<file path="config.mk">
export PLATFORM = sky130hd
export DESIGN_NAME = xtea_block_cipher_core
export DESIGN_NICKNAME = d
export VERILOG_FILES = /design/src/rtl/xtea_pkg.sv /design/src/rtl/xtea_dp.sv /design/src/rtl/xtea_ctrl.sv /design/src/rtl/xtea_block_cipher_core.sv
export VERILOG_INCLUDE_DIRS = /design/src /design/src/rtl
export SDC_FILE = /design/constraint.sdc
export NUM_CORES = 1
export LEC_CHECK = 0
export BUFFER_PORTS_ARGS = -buffer_cell sky130_fd_sc_hd__buf_2
export CAP_MARGIN = 20
export CELL_PAD_IN_SITES_DETAIL_PLACEMENT = 1
export CELL_PAD_IN_SITES_GLOBAL_PLACEMENT = 1
export CORE_UTILIZATION = 35
export DETAILED_ROUTE_END_ITERATION = 16
export PLACE_DENSITY_LB_ADDON = 0.1
export SLEW_MARGIN = 10
export SYNTH_ARGS = -nofsm -noshare
export SYNTH_HDL_FRONTEND = slang
export SYNTH_HIERARCHICAL = 1
export SYNTH_SLANG_ARGS = --single-unit
</file>
<file path="constraint.sdc">
create_clock -name clock -period 11.1 [get_ports clock]
set_input_delay 1.11 -clock clock [delete_from_list [all_inputs] [get_ports clock]]
set_output_delay 1.11 -clock clock [all_outputs]
set_load 0.03 [all_outputs]
</file>
<file path="src/rtl/xtea_block_cipher_core_assert.svh">
// assertion macros for the xtea block cipher core
// no dependencies; included by modules that carry concurrent checks
`ifndef XTEA_BLOCK_CIPHER_CORE_ASSERT_SVH
`define XTEA_BLOCK_CIPHER_CORE_ASSERT_SVH

// same-cycle implication, disabled during reset
`define XTEA_ASSERT_SAME(label, clk, rst, ante, cons) \
   label: assert property (@(posedge clk) disable iff (rst) (ante) |-> (cons)) \
      else $error("xtea check failed");

// next-cycle implication, disabled during reset
`define XTEA_ASSERT_NEXT(label, clk, rst, ante, cons) \
   label: assert property (@(posedge clk) disable iff (rst) (ante) |=> (cons)) \
      else $error("xtea check failed");

`endif

</file>
<file path="src/rtl/xtea_pkg.sv">
// shared types, constants and the round mixing function for the xtea core
// no dependencies
package xtea_pkg;

   localparam int unsigned WORD_W   = 32;
   localparam int unsigned ROUND_W  = 8;
   localparam int unsigned KEY_N    = 4;
   localparam int unsigned CSR_IDX_W = 3;

   localparam logic [WORD_W-1:0] XTEA_DELTA = 32'h9E37_79B9;
   localparam int unsigned SHIFT_L = 4;
   localparam int unsigned SHIFT_R = 5;
   localparam int unsigned KSEL_HI = 11;

   // register indices of the configuration port
   localparam logic [CSR_IDX_W-1:0] CSR_KEY0   = 3'd0;
   localparam logic [CSR_IDX_W-1:0] CSR_KEY1   = 3'd1;
   localparam logic [CSR_IDX_W-1:0] CSR_KEY2   = 3'd2;
   localparam logic [CSR_IDX_W-1:0] CSR_KEY3   = 3'd3;
   localparam logic [CSR_IDX_W-1:0] CSR_ROUNDS = 3'd4;

   localparam logic [ROUND_W-1:0] ROUNDS_RESET = 8'd32;

   typedef logic [WORD_W-1:0] word_type;
   typedef word_type [KEY_N-1:0] key_type;

   typedef enum logic [1:0] {
      ST_IDLE,
      ST_RUN,
      ST_DONE
   } xtea_state_type;

   // controller to datapath commands
   typedef struct packed {
      logic load;
      logic step;
      logic phase;
   } xtea_cmd_type;

   // ((x << 4) ^ (x >> 5)) + x
   function automatic word_type xtea_mix(input word_type x);
      xtea_mix = ((x << SHIFT_L) ^ (x >> SHIFT_R)) + x;
   endfunction

endpackage

</file>
<file path="src/rtl/xtea_dp.sv">
// xtea datapath: block halves, running sum, one half-round per step
// depends on xtea_pkg
module xtea_dp (
   input  logic                 clock,
   input  xtea_pkg::xtea_cmd_type cmd,
   input  logic                 req_mode,
   input  xtea_pkg::word_type   req_block_word0,
   input  xtea_pkg::word_type   req_block_word1,
   input  xtea_pkg::key_type    key,
   input  logic [7:0]           round_count,
   output xtea_pkg::word_type   out_word0,
   output xtea_pkg::word_type   out_word1
);
   import xtea_pkg::*;

   word_type a_ff, a_in;
   word_type b_ff, b_in;
   word_type sum_ff, sum_in;
   logic     mode_ff, mode_in;

   logic [WORD_W+ROUND_W-1:0] start_sum;
   logic                      upd_b;
   logic [1:0]                key_idx;
   word_type                  mix_src;
   word_type                  target;
   word_type                  func;

   // decryption starts from delta times the round count
   assign start_sum = (WORD_W+ROUND_W)'(XTEA_DELTA) * (WORD_W+ROUND_W)'(round_count);

   // half-round select: which half is updated and which key word is used
   assign upd_b   = mode_ff ^ cmd.phase;
   assign key_idx = upd_b ? sum_ff[KSEL_HI+1:KSEL_HI] : sum_ff[1:0];
   assign mix_src = upd_b ? a_ff : b_ff;
   assign target  = upd_b ? b_ff : a_ff;
   assign func    = xtea_mix(mix_src) ^ (sum_ff + key[key_idx]);

   // next values
   always_comb begin
      a_in    = a_ff;
      b_in    = b_ff;
      sum_in  = sum_ff;
      mode_in = mode_ff;
      if (cmd.load) begin
         a_in    = req_block_word0;
         b_in    = req_block_word1;
         mode_in = req_mode;
         sum_in  = req_mode ? start_sum[WORD_W-1:0] : '0;
      end else if (cmd.step) begin
         if (upd_b) begin
            b_in = mode_ff ? (target - func) : (target + func);
         end else begin
            a_in = mode_ff ? (target - func) : (target + func);
         end
         if (!cmd.phase) begin
            sum_in = mode_ff ? (sum_ff - XTEA_DELTA) : (sum_ff + XTEA_DELTA);
         end
      end
   end

   // payload registers, no reset needed
   always_ff @(posedge clock) begin
      a_ff    <= a_in;
      b_ff    <= b_in;
      sum_ff  <= sum_in;
      mode_ff <= mode_in;
   end

   assign out_word0 = a_ff;
   assign out_word1 = b_ff;

endmodule

</file>
<file path="src/rtl/xtea_ctrl.sv">
// xtea controller: request acceptance, round counting and result strobe
// depends on xtea_pkg and xtea_block_cipher_core_assert.svh
module xtea_ctrl (
   input  logic                   clock,
   input  logic                   reset,
   input  logic                   start,
   input  logic [7:0]             round_count,
   output logic                   busy,
   output logic                   rsp_valid,
   output xtea_pkg::xtea_cmd_type cmd
);
   import xtea_pkg::*;

   `include "xtea_block_cipher_core_assert.svh"

   xtea_state_type      state_ff, state_in;
   logic [ROUND_W-1:0]  left_ff, left_in;
   logic                phase_ff, phase_in;
   logic                accept;
   logic                last_step;

   assign accept    = start && !busy;
   assign last_step = (state_ff == ST_RUN) && phase_ff && (left_ff == ROUND_W'(1));

   // next state
   always_comb begin
      state_in = state_ff;
      case (state_ff)
         ST_IDLE, ST_DONE: begin
            if (accept) begin
               state_in = (round_count == '0) ? ST_DONE : ST_RUN;
            end else begin
               state_in = ST_IDLE;
            end
         end
         ST_RUN: begin
            if (last_step) begin
               state_in = ST_DONE;
            end
         end
         default: state_in = ST_IDLE;
      endcase
   end

   // round counter and phase
   always_comb begin
      left_in  = left_ff;
      phase_in = phase_ff;
      if (accept) begin
         left_in  = round_count;
         phase_in = 1'b0;
      end else if (state_ff == ST_RUN) begin
         phase_in = !phase_ff;
         if (phase_ff) begin
            left_in = left_ff - ROUND_W'(1);
         end
      end
   end

   // outputs
   always_comb begin
      busy      = 1'b0;
      rsp_valid = 1'b0;
      cmd       = '0;
      case (state_ff)
         ST_IDLE: begin
            cmd.load = start;
         end
         ST_RUN: begin
            busy      = 1'b1;
            cmd.step  = 1'b1;
            cmd.phase = phase_ff;
         end
         ST_DONE: begin
            rsp_valid = 1'b1;
            cmd.load  = start;
         end
         default: begin
            busy = 1'b0;
         end
      endcase
   end

   always_ff @(posedge clock) begin
      if (reset) begin
         state_ff <= ST_IDLE;
         left_ff  <= '0;
         phase_ff <= 1'b0;
      end else begin
         state_ff <= state_in;
         left_ff  <= left_in;
         phase_ff <= phase_in;
      end
   end

   // checks
   `XTEA_ASSERT_NEXT(a_load_run, clock, reset, accept && (round_count != '0), (state_ff == ST_RUN) && (left_ff == $past(round_count)) && !phase_ff)
   `XTEA_ASSERT_NEXT(a_last_done, clock, reset, last_step, rsp_valid)
   `XTEA_ASSERT_SAME(a_run_left, clock, reset, state_ff == ST_RUN, left_ff != '0)
   `XTEA_ASSERT_NEXT(a_single_strobe, clock, reset, rsp_valid && !(accept && (round_count == '0)), !rsp_valid)

endmodule

</file>
<file path="src/rtl/xtea_block_cipher_core.sv">
// xtea block cipher core top level: configuration registers, controller, datapath
// depends on xtea_pkg, xtea_ctrl and xtea_dp
//
// usage
//   request: a block (req_block_word0/1) and req_mode (0 encrypt, 1 decrypt) are
//   taken at a clock edge where start is high and busy is low.
//   result: rsp_out_word0/1 are shown for exactly one cycle with rsp_valid high;
//   the receiver cannot stall, so the result must be captured in that cycle.
//   configuration: csr_index selects key word 0..3 or round count (index 4);
//   csr_ready is always high, indices above 4 are ignored. write only while idle.
// timing
//   each round is two half-rounds, one per cycle, through a single adder chain
//   in the datapath. with N configured rounds the controller runs all N rounds in
//   ST_RUN, then the strobe comes from ST_DONE (straight after the accepting edge
//   for zero rounds, block unchanged). busy drops in the strobe cycle, so a new
//   request can be taken there, not while a block is in its rounds (default 32).
// reset
//   synchronous reset returns to idle, clears the key to zero and sets 32 rounds.
module xtea_block_cipher_core (
   input  logic               clock,
   input  logic               reset,
   input  logic               start,
   output logic               busy,
   input  logic               req_mode,
   input  xtea_pkg::word_type req_block_word0,
   input  xtea_pkg::word_type req_block_word1,
   output logic               rsp_valid,
   output xtea_pkg::word_type rsp_out_word0,
   output xtea_pkg::word_type rsp_out_word1,
   input  logic               csr_valid,
   output logic               csr_ready,
   input  logic [2:0]         csr_index,
   input  xtea_pkg::word_type csr_wdata
);
   import xtea_pkg::*;

   key_type            key_ff, key_in;
   logic [ROUND_W-1:0] rounds_ff, rounds_in;
   xtea_cmd_type       cmd;

   assign csr_ready = 1'b1;

   // configuration register writes
   always_comb begin
      key_in    = key_ff;
      rounds_in = rounds_ff;
      if (csr_valid && csr_ready) begin
         case (csr_index)
            CSR_KEY0:   key_in[0] = csr_wdata;
            CSR_KEY1:   key_in[1] = csr_wdata;
            CSR_KEY2:   key_in[2] = csr_wdata;
            CSR_KEY3:   key_in[3] = csr_wdata;
            CSR_ROUNDS: rounds_in = csr_wdata[ROUND_W-1:0];
            default:    rounds_in = rounds_ff;
         endcase
      end
   end

   always_ff @(posedge clock) begin
      if (reset) begin
         key_ff    <= '0;
         rounds_ff <= ROUNDS_RESET;
      end else begin
         key_ff    <= key_in;
         rounds_ff <= rounds_in;
      end
   end

   // sequencing
   xtea_ctrl u_ctrl (
      .clock       (clock),
      .reset       (reset),
      .start       (start),
      .round_count (rounds_ff),
      .busy        (busy),
      .rsp_valid   (rsp_valid),
      .cmd         (cmd)
   );

   // round arithmetic
   xtea_dp u_dp (
      .clock           (clock),
      .cmd             (cmd),
      .req_mode        (req_mode),
      .req_block_word0 (req_block_word0),
      .req_block_word1 (req_block_word1),
      .key             (key_ff),
      .round_count     (rounds_ff),
      .out_word0       (rsp_out_word0),
      .out_word1       (rsp_out_word1)
   );

endmodule
</file>
==> metrics.md, run 1 <==
| Metric | Value |
|---|---|
| Status | `completed` |
| Post-Syn Nets | `about 2700` |
| Clock buffer depth | `3` |
| Final-report hold violation count | `0` |
| HP Class | `flip-flop to flip-flop` |
| Antenna Nets Post-Route | `0` |
| Fillers | `between 7000 and 8000` |
| Initial Utilization | `0.3533` |
| Mapped Area | `around 22000 sq um` |
| N_diodes | `0` |
| R2r endpoint | `u_dp/out_word1[31]$_DFFE_PP_` |
| Hold EP | `key_ff[107]$_SDFFE_PP0P_` |
| Layout area overhead | `13.14%` |
| CTS tree | `built` |
| Startpoint of the worst-slack reg-to-reg timing path | `u_ctrl/state_ff[0]$_SDFFE_PP0P_` |
| Max-Cap Viols | `0` |
| Seq/Total Area, Yosys | `0.2632` |
| Worst slew pin tran | `about 1000 ps` |
| Cell mode on critical path | `a21oi_1` |
| Worst slew margin | `0.2818` |
| Final RePlAce weighted congestion | `roughly 0.93` |
| Yosys warnings | `6` |
| Synth unique cells | `98` |
| Reg2Reg Depth | `28` |
| Critical path's slowest cell | `mux2i_4` |
| Clock slew at reported path FFs | `60 ps` |
| Mean Syn Cell Area | `around 9.4 sq um` |
| Crit end category | `flip-flop` |
| Fin. max-slew vios | `0` |
| Worst Setup Start Kind | `flip-flop` |
| CP delay by family, top | `compound AO/OA/AOI/OAI gates` |
| Tmin final | `9251 ps` |
| First-pass GRT wire length | `117.9 mm` |
| Synth top area cells | `dfxtp_1 (13%), edfxtp_1 (13%), ha_1 (11%)` |
| Initial antenna violation count | `0` |
| GR peak layer | `met2` |
| Die Width | `254.1 um` |
| Avg WL per Cell | `between 20 and 25 um` |
| CP required | `approximately 12000 ps` |
| H-tree depth | `1` |
| Top-count cell post-synth | `ha_1` |
| Synth async-reset ratio | `0` |
| Largest net degree at the start of global routing | `140` |
| Clk_skew | `about 25 ps` |
| Post-DP HPWL | `62.94 mm` |
| Worst path bufs/invs | `2` |
| Total CTS buffers | `31` |
| Final setup viols | `0` |
| Mapped Cells | `2355` |
| Setup Crit Path Kind | `flip-flop to flip-flop` |
| Synth top area share | `0.1323` |
| Worst path arrival time | `between 9000 and 10000 ps` |
| R2r setup slk | `approximately 1800 ps` |
| PortBufs | `169` |
| Primary FF master, synth | `dfxtp_1` |
| Maximum clock frequency | `roughly 110 MHz` |
| GRT met2 Usage | `0.4266` |
| Met1 Use GR | `0.3069` |
| Total clock sinks | `244` |
| Setup repair bufs after CTS | `0` |
| Hold Crit Start | `key_ff[107]$_SDFFE_PP0P_` |
| Share of cells above drive strength 1 | `0.1467` |
| Met3 Usage GRT | `0.02151` |
| RSZ-0062 raised after global routing | `no` |
| Vias in the first global route | `roughly 19000` |
| Vias | `around 18000` |
| Seq cells post-synth | `244` |
| Clock root cell | `clkbuf_16` |
| Insertion delay to the later sink of the worst-skew pair | `between 600 and 700 ps` |
| Wirelength, routed | `77.56 mm` |
| Number of flops mapped to enable cells by yosys | `97` |
| Max FO, Critical Path | `28` |
| Fin crit share | `0.8334` |
| 1st-pass router iterations | `5` |
| Post-CTS Resized | `0` |
| Die area | `between 60000 and 70000 sq um` |
| Max incr delay on CP | `820 ps` |
| Cell taking the most area after synthesis | `dfxtp_1` |
| Setup_tns | `0 ps` |
| Hold Crit Depth | `2` |
| Hold-fix buffers, CTS | `0` |
| Nets | `2861` |
| Io pins | `171` |
| FP Rows | `just over 90` |
| Core area | `approximately 63000 sq um` |
| DR DRC count | `0` |
| DRT iter0 DRCs | `around 840` |
| Chip Height | `254.1 um` |
| Via density | `approximately 5.4` |
| Total track usage | `0.2381` |
| Synth top cells by count | `ha_1 (193), nand2b_1 (185), nand2_1 (165), mux2i_1 (156), a21oi_1 (150)` |
| Grt ovf | `0` |
[through the flow]
| step | instances | instance area (sq um) | util | hold slack (ps) | worst slack [ps] |
|---|---|---|---|---|---|
| 3_5_place_dp | 3310 | 24080 | 0.3824 | 464.0 | 1967 |
| 2_1_floorplan | 2355 | 22250 | - | 445.5 | 3137 |
| 5_1_grt | 3369 | 25170 | 0.3997 | 495.4 | 1360 |
| 3_3_place_gp | 3307 | 24010 | 0.3814 | 458.5 | 2069 |
| 6_report | 3369 | 25170 | 0.3997 | 476.3 | 1849 |
| 4_1_cts | 3368 | 25140 | 0.3993 | 478.3 | 1927 |
[cell type report]
cell class | count | area [sq um] | share of cell area
Inverter | 142 | 533.0 | 0.02118
Sequential cell | 244 | 5856 | 0.2327
Timing Repair Buffer | 191 | 1079 | 0.04285
Clock inverter | 15 | 136.4 | 0.005419
Tap cell | 846 | 1059 | 0.04206
Multi-Input combinational cell | 1888 | 15580 | 0.6191
Clock buffer | 43 | 924.6 | 0.03674
[cells in the final DEF, fill, tap and decap left out, types with 11 or more instances in the layout]
cell | netlist | routed
a211oi_1 | 18 | 18
a21o_1 | 95 | 95
a21oi_1 | 150 | 150
a31oi_1 | 21 | 21
and2_1 | 13 | 13
and3_1 | 13 | 13
buf_2 | 13 | 168
buf_4 | 7 | 19
clkbuf_16 | 0 | 34
dfxtp_1 | 147 | 147
edfxtp_1 | 97 | 97
fa_1 | 66 | 66
ha_1 | 193 | 193
inv_1 | 140 | 140
mux2_2 | 46 | 46
mux2i_1 | 156 | 154
mux4_2 | 32 | 32
nand2_1 | 165 | 165
nand2b_1 | 185 | 185
nand3_1 | 30 | 30
nand4_1 | 16 | 16
nor2_1 | 104 | 104
nor2b_1 | 24 | 23
nor3_1 | 31 | 31
o211ai_1 | 17 | 17
o21a_1 | 24 | 24
o21ai_0 | 75 | 73
o21ai_1 | 11 | 11
o21bai_1 | 15 | 15
o22ai_1 | 27 | 27
xnor2_1 | 112 | 111
xor2_1 | 89 | 89
[registers in the layout, summed over array words and instances (netlist names)]
name and cells:
key_ff 128, u_dp/out_word0 32, u_dp/out_word1 32, u_dp/sum_ff 32, rounds_ff 8, u_ctrl/left_ff 8
u_ctrl/state_ff 2, u_ctrl/phase_ff 1, u_dp/mode_ff 1
[worst max path at each step]
stage	slack, ps	cells after the start	end	start
2_1_floorplan	3140	28	u_dp/out_word0[31]$_DFFE_PP_	u_dp/mode_ff$_DFFE_PP_
3_3_place_gp	2070	30	u_dp/out_word0[31]$_DFFE_PP_	u_ctrl/state_ff[0]$_SDFFE_PP0P_
3_5_place_dp	1970	30	u_dp/out_word1[31]$_DFFE_PP_	u_ctrl/state_ff[0]$_SDFFE_PP0P_
4_1_cts	1930	30	u_dp/out_word1[31]$_DFFE_PP_	u_ctrl/state_ff[0]$_SDFFE_PP0P_
5_1_grt	1360	28	u_dp/out_word0[31]$_DFFE_PP_	u_ctrl/state_ff[0]$_SDFFE_PP0P_
6_report	1850	28	u_dp/out_word1[31]$_DFFE_PP_	u_ctrl/state_ff[0]$_SDFFE_PP0P_
[worst register-to-register path: cells and delay by family (launching register included)]
kind	cells	cell delay [ps]
XOR/XNOR	4	1160
buffers and inverters	2	700
flip-flops	1	450
AO/OA/AOI/OAI	9	2240
AND/OR/NAND/NOR	7	1830
multiplexers	2	1310
adder cells (fa/ha/maj)	4	1420
[metal layers]
layer,part of all wire,up-vias,wire length [um]
li1,-,8763,-
met1,0.46,9201,35430
met2,0.49,273,38300
met3,0.027,63,2120
met4,0.022,0,1712
met5,0,-,0
[kinds of logic (layout without fill, tap and decap cells)]
logic type | count (synthesis) | in the layout | synth area share
and+or+nand+nor | 640 | 640 | 0.1521
AOI/OAI and AO/OA | 545 | 545 | 0.1636
adders and majority gates | 259 | 259 | 0.1679
DFF | 244 | 244 | 0.2632
muxes | 234 | 234 | 0.1259
buffers and inverters | 223 | 391 | 0.03988
xor gates and xnor gates | 209 | 209 | 0.08723
other | 1 | 1 | 0.0001686
Power of run 1 is not shown: default switching activity piles up to over one toggle a cycle in this logic, so the estimate is an artifact.
==> run 2: changes to the inputs <==
==> constraint.sdc (replaced) <==
create_clock -name clock -period 8.14 [get_ports clock]
set_input_delay 0.814 -clock clock [delete_from_list [all_inputs] [get_ports clock]]
set_output_delay 0.814 -clock clock [all_outputs]
set_load 0.03 [all_outputs]
==> metrics.md, run 2 (synthesis gave the netlist of run 1 again) <==
| Metric | Value |
|---|---|
| Status | `completed` |
| Met3 Usage GRT | `0.02018` |
| Worst slew margin | `0.2768` |
| Tmin final | `between 7000 and 8000 ps` |
| Reg2Reg Depth | `31` |
| Setup Crit Path Kind | `flip-flop to flip-flop` |
| Max incr delay on CP | `590 ps` |
| Share of cells above drive strength 1 | `0.1673` |
| Initial antenna violation count | `1` |
| H-tree depth | `1` |
| Hold Crit Depth | `2` |
| HP Class | `flip-flop to flip-flop` |
| Worst Setup Start Kind | `flip-flop` |
| Worst slew pin tran | `1057 ps` |
| Insertion delay to the later sink of the worst-skew pair | `610 ps` |
| Max-Cap Viols | `0` |
| CP required | `8580 ps` |
| Largest net degree at the start of global routing | `approximately 140` |
| Met1 Use GR | `0.3060` |
| Vias in the first global route | `around 20000` |
| CTS tree | `built` |
| N_diodes | `0` |
| Crit end category | `flip-flop` |
| Total clock sinks | `roughly 240` |
| Hold Crit Start | `key_ff[95]$_SDFFE_PP0P_` |
| Vias | `18440` |
| DRT iter0 DRCs | `between 800 and 900` |
| Die area | `around 65000 sq um` |
| Util after Layout | `0.4072` |
| Most flops, register | `key_ff` |
| Number of flip-flops under the largest register name | `128` |
| Final-report hold violation count | `0` |
| Clock slew at reported path FFs | `about 60 ps` |
| Hold-fix buffers, CTS | `0` |
| RSZ-0062 raised after global routing | `no` |
| Grt ovf | `0` |
| Chip Height | `254.1 um` |
| Critical path's slowest cell | `mux4_2` |
| Antenna Nets Post-Route | `0` |
| First-pass GRT wire length | `around 120 mm` |
| Avg WL per Cell | `between 20 and 25 um` |
| Worst path bufs/invs | `4` |
| CP delay by family, top | `compound AO/OA/AOI/OAI gates` |
| Clock buffer depth | `3` |
| Startpoint of the worst-slack reg-to-reg timing path | `u_ctrl/state_ff[0]$_SDFFE_PP0P_` |
| Most frequent cells in the layout | `ha_1 (193), nand2b_1 (185), buf_2 (168)` |
| Stages on worst setup path | `31` |
| Layout area overhead | `15.24%` |
| Max FO, Critical Path | `18` |
| Fin. max-slew vios | `0` |
| Via density | `5.405` |
| Crit path from | `u_ctrl/state_ff[0]$_SDFFE_PP0P_` |
| Post-DP HPWL | `63.10 mm` |
| Nets | `2905` |
| Fin Hold WS | `474.1 ps` |
| Fin crit share | `0.9461` |
| Maximum clock frequency | `around 130 MHz` |
| Commonest non-fill, non-tap cell in the layout | `ha_1` |
| Clk_skew | `approximately 14 ps` |
| Initial Utilization | `0.3533` |
| Wirelength, routed | `77.68 mm` |
| GRT met2 Usage | `0.4327` |
| Pre-CTS setup slack | `-150.5 ps` |
| Final setup viols | `0` |
| 1st-pass router iterations | `7` |
| GR peak layer | `met2` |
| Die Width | `~250 um` |
| Final RePlAce weighted congestion | `about 0.91` |
| Io pins | `approximately 170` |
| PortBufs | `169` |
| FP Rows | `just over 90` |
| Worst path arrival time | `between 8000 and 9000 ps` |
| Clock root cell | `clkbuf_16` |
| Core area | `around 63000 sq um` |
| Total track usage | `0.2393` |
| Total CTS buffers | `30` |
| DR DRC count | `0` |
| Final WS setup | `438.7 ps` |
run 2: cell types whose count changed in the layout (fill, tap and decap cells not counted), moves of 3 or more:
cell      before  now
mux2i_1      154  149
clkbuf_1       5    8
buf_4         19   63
clkinv_2       5    1
xnor2_1      111  108
inv_6          3    0
mux2i_2        0    5
run 2: path summary, 6_finish.rpt:
| check | to | slack [ps] |
|---|---|---|
| max | u_dp/out_word1[31]$_DFFE_PP_ | 440 |
| min | key_ff[95]$_SDFFE_PP0P_ | 470 |
| max reg2reg | u_dp/out_word1[31]$_DFFE_PP_ | 440 |
| min reg2reg | key_ff[95]$_SDFFE_PP0P_ | 470 |
run 2: what timing repair did:
item,4_1_cts,5_1_grt
buffers inserted,0,0
gates resized for setup,3,26
setup endpoints to repair,2,12
pin swaps,0,2
run 2: per-layer routing:
layer | part of all wire | wire [um] | vias to the layer above
met5 | 0.00017 | 13 | -
met4 | 0.026 | 1996 | 2
met3 | 0.024 | 1885 | 73
met2 | 0.49 | 38380 | 263
met1 | 0.46 | 35410 | 9256
li1 | - | - | 8843
run 2: worst reg2reg max path, delay by kind of cell, from the launching register on:
| kind | cells | cell delay, ps |
|---|---|---|
| AO/OA/AOI/OAI | 12 | 2500 |
| XOR/XNOR | 5 | 1350 |
| AND/OR/NAND/NOR | 6 | 970 |
| multiplexers | 2 | 960 |
| adder cells (fa/ha/maj) | 2 | 740 |
| buffers and inverters | 4 | 660 |
| flip-flops | 1 | 360 |
run 2: area by class of cell:
| type | instances | area (sq um) |
|---|---|---|
| Inverter | 142 | 533.0 |
| Sequential cell | 244 | 5856 |
| Multi-Input combinational cell | 1888 | 15730 |
| Clock buffer | 50 | 978.4 |
| Tap cell | 846 | 1059 |
| Clock inverter | 5 | 78.83 |
| Timing Repair Buffer | 236 | 1404 |
| Fill cell | 7259 | 37330 |
run 2: metrics by stage:
step	instances	instance area [sq um]	TNS (ps)
3_3_place_gp	3355	24400	-318.8
6_report	3411	25640	0
2_1_floorplan	2355	22250	0
5_1_grt	3411	25640	0
3_5_place_dp	3355	24400	-261.5
4_1_cts	3410	25470	0
Power of run 2 is left out for the same reason.
